===== config.mk =====
export PLATFORM = sky130hd
export DESIGN_NAME = msm_ram
export DESIGN_NICKNAME = d
export VERILOG_FILES = /design/src/msm_ram.sv
export SDC_FILE = /design/constraint.sdc
export NUM_CORES = 1
export LEC_CHECK = 0
export BUFFER_PORTS_ARGS = -buffer_cell sky130_fd_sc_hd__buf_2
export CAP_MARGIN = 20
export CORE_ASPECT_RATIO = 1.4
export CORE_UTILIZATION = 48
export DETAILED_ROUTE_END_ITERATION = 6
export GPL_TIMING_DRIVEN = 0
export PLACE_DENSITY_LB_ADDON = 0.12
export SLEW_MARGIN = 20
export SYNTH_ARGS = -nofsm -noshare
export SYNTH_HDL_FRONTEND = slang
export SYNTH_SLANG_ARGS = --single-unit

===== constraint.sdc =====
create_clock -name clk -period 3 [get_ports clk]
set_input_delay 0.15 -clock clk [delete_from_list [all_inputs] [get_ports clk]]
set_output_delay 0.15 -clock clk [all_outputs]
set_load 0.02 [all_outputs]

===== src/msm_ram.sv =====
// ----------------------------------------------------------------------------
// msm_ram
// Generic simple dual-port RAM, one write port, one registered read port.
// ----------------------------------------------------------------------------
`default_nettype none

module msm_ram #(
  parameter int WIDTH = 8,
  parameter int DEPTH = 64
) (
  input  wire logic                     clk,
  input  wire logic                     we,
  input  wire logic [$clog2(DEPTH)-1:0] waddr,
  input  wire logic [WIDTH-1:0]         wdata,
  input  wire logic [$clog2(DEPTH)-1:0] raddr,
  output logic      [WIDTH-1:0]         rdata
);

  logic [WIDTH-1:0] mem [DEPTH];

  always_ff @(posedge clk) begin
    if (we) begin
      mem[waddr] <= wdata;
    end
    rdata <= mem[raddr];
  end

endmodule

`default_nettype wire


==> results.sh <==
export IMPL_drcViolationCount=0
export IMPL_final_common_cell="edfxtp_1"
export IMPL_fin_worst_skew_ns=0.02501
export IMPL_synth_nets=962
export IMPL_die_x_microns=175.2
export IMPL_clockBufferDepth=3
export IMPL_syn_to_final_growth_pct=11.92
export IMPL_place_gp_congestion=0.8667
export IMPL_grt_total_usage=0.2354
export IMPL_cts_buffers=48
export IMPL_crit_slowest_cell="buf_2"
export IMPL_die_area_sq_um=42850
export IMPL_synth_seq_cells=520
export IMPL_period_minus_slack_ns=2.222
export IMPL_most_common_layout_cells="edfxtp_1 (512), mux4_2 (126), nor2_1 (83), clkbuf_16 (49)"
export IMPL_fillers=3142
export IMPL_grt_pass1_vias=10016
export IMPL_cts_tree="done"
export IMPL_clk_latency_ns=0.58
export IMPL_grt_pass1_wl_microns=70090
export IMPL_start_kind="input port"
export IMPL_die_h_microns=244.5
export IMPL_finalHoldViolCount=0
export IMPL_max_freq_ghz=0.4501
export IMPL_via_per_inst=6.087
export IMPL_hpwl_microns=32180
export IMPL_coreArea_sq_um=41290
export IMPL_min_path_type="input port to flip-flop"
export IMPL_maxCapViolations=0
export IMPL_peakVddDrop_v=0.0005072
export IMPL_crit_arrival_ns=2.67
export IMPL_crit_fanout=10
export IMPL_outcome="complete, no violations"
export IMPL_tightest_slew_ns=0.9988
export IMPL_row_count=88
export IMPL_syn_avg_cell_area_sq_um=21.45
export IMPL_worst_setup_path_type="input port to flip-flop"
export IMPL_overflow=0
export IMPL_tns_ns=0
export IMPL_setup_violations=0
export IMPL_maxSlewHeadroom=0.3317
export IMPL_drt_iter0_drc=986
export IMPL_cpPeakStageDelay_ns=0.46
export IMPL_clk_pin_slew_ns=0.07
export IMPL_syn_inst=940
export IMPL_path_cells="buf_4 -> buf_2 -> buf_4 -> buf_2 -> mux4_2 -> mux2i_1 -> a21oi_1 -> o21ai_1 -> o41ai_1"
export IMPL_fin_crit_sh=0.7406
export IMPL_cp_end_kind="flip-flop"
export IMPL_leakage_uw=0.006986
export IMPL_ys_types=40
export IMPL_ant_nets=0
export IMPL_h_tree_depth=2
export IMPL_cts_sinks=520
export IMPL_postCtsSetupBuffers=0
export IMPL_ff_latch_area_sq_um=15530
export IMPL_yosysSeqAreaShare=0.7703
export IMPL_port_buffers=21
export IMPL_rsz0062_at_grt="no"
export IMPL_multi_input_area_sq_um=4325
export IMPL_final_nets=1036
export IMPL_start_util=0.4884
export IMPL_io_pins=30
export IMPL_slew_viol_final=0
export IMPL_clockRootBuffer="clkbuf_16"
export IMPL_vias=9672
export IMPL_grt_max_degree=65
export IMPL_layout_drive_gt1_share=0.2538
export IMPL_ys_warnings_count=0
export IMPL_wl_per_cell_microns=30.70
export IMPL_crit_required_ns=3.45
export IMPL_netlist_area_sq_um=20170
export IMPL_drt_first_pass_iters=5
export IMPL_drt_total_wl_microns=48790
export IMPL_power_density_nw_per_um2=661.6
export IMPL_antenna_found_initial=0
export IMPL_ctsResizeCount=0
export IMPL_whs_ns=0.07863
metrics by stage:
step	cell area (sq um)	instances	power [uW]	util	setup WS, ns
6_report	22570	1589	14930	0.5466	0.7782
3_5_place_dp	21000	1503	9040	0.5087	0.1308
5_1_grt	22570	1588	15290	0.5466	0.7006
4_1_cts	22560	1588	15040	0.5463	0.7394
2_1_floorplan	20170	940	8653	-	1.182
3_3_place_gp	20950	1501	9022	0.5073	0.09460
kinds of logic (layout without fill, tap and decap cells):
logic type | count (synthesis) | in the layout | synth area share
buf+inv | 51 | 159 | 0.01570
flops | 520 | 520 | 0.7703
simple gates | 153 | 153 | 0.03387
other cells | 0 | 1 | 0
compound gates | 54 | 54 | 0.02072
mux | 162 | 162 | 0.1594
cell type report:
cell class                 count  share of cell area
sequential                   520              0.6883
timing repair buffer          24            0.007539
tap                          540             0.02994
clock buffer                  63             0.05887
clock inverter                21            0.009590
multi-input combinational    369              0.1916
buffer                        51             0.01403
antenna                        1           0.0001109
sequential cells by signal, indices dropped and copies added, names as in the netlist:
| register | cells |
|---|---|
| mem | 512 |
| rdata | 8 |
what timing repair did:
action	4_1_cts	5_1_grt
hold buffers	1	0
endpoints found under the hold margin	2	0
endpoints found under the setup margin	0	0
cells in the mapped netlist, drive strengths merged:
library cell	number	area (sq um)
o21ai	4	20.02
o311ai	1	8.760
mux4	126	2838
and2	1	6.260
o2bb2ai	3	26.28
nand4b	1	8.760
nand3	13	65.06
o2111ai	3	26.28
o221ai	8	70.07
o221a	2	22.52
nor2	83	311.6
mux2i	23	230.2
o41ai	2	17.52
nand2	19	71.32
o22ai	8	50.05
mux2	13	146.4
a21oi	3	15.01
nor4	2	12.51
or3	1	6.260
o21a	2	15.01
nand4	2	12.51
edfxtp	512	15370
a31oi	1	6.260
clkbuf	17	63.81
nand3b	3	22.52
nor3	7	35.03
a211oi	4	30.03
a221oi	6	52.55
nor2b	14	87.58
nand2b	7	43.79
a2111oi	2	17.52
a22oi	3	22.52
o32ai	2	17.52
buf	34	252.7
dfxtp	8	160.2
where the power goes:
| group | switching, uW | total (uW) | internal, uW | leakage, uW |
|---|---|---|---|---|
| Combinational | 530 | 822 | 292 | 0.00156 |
| Sequential | 13.1 | 8050 | 8040 | 0.00467 |
| Clock | 2600 | 6060 | 3460 | 0.000748 |
| Total | 3150 | 14900 | 11800 | 0.00699 |
critical path, delay by kind of cell:
family	cells	cell delay [ns]
multiplexers	2	0.70
buffers and inverters	4	1.34
AO/OA/AOI/OAI	3	0.45
metal layers:
| metal | global-route usage | share of wire | vias up |
|---|---|---|---|
| li1 | - | - | 4068 |
| met1 | 0.2954 | 0.39 | 5170 |
| met2 | 0.4218 | 0.53 | 351 |
| met3 | 0.02938 | 0.050 | 83 |
| met4 | 0.07826 | 0.031 | 0 |
| met5 | 0 | 0 | - |
final timing paths:
path                          end  depth (start not counted)  slack, ns            startpoint
max              rdata[5]$_DFF_P_                          9       0.78              raddr[1]
min          mem[11][0]$_DFFE_PP_                          1       0.08              wdata[0]
max reg2reg      rdata[0]$_DFF_P_                          5       0.95  mem[11][0]$_DFFE_PP_
min reg2reg      rdata[7]$_DFF_P_                          4       0.91   mem[6][7]$_DFFE_PP_
(Power assumes the default switching activity.)
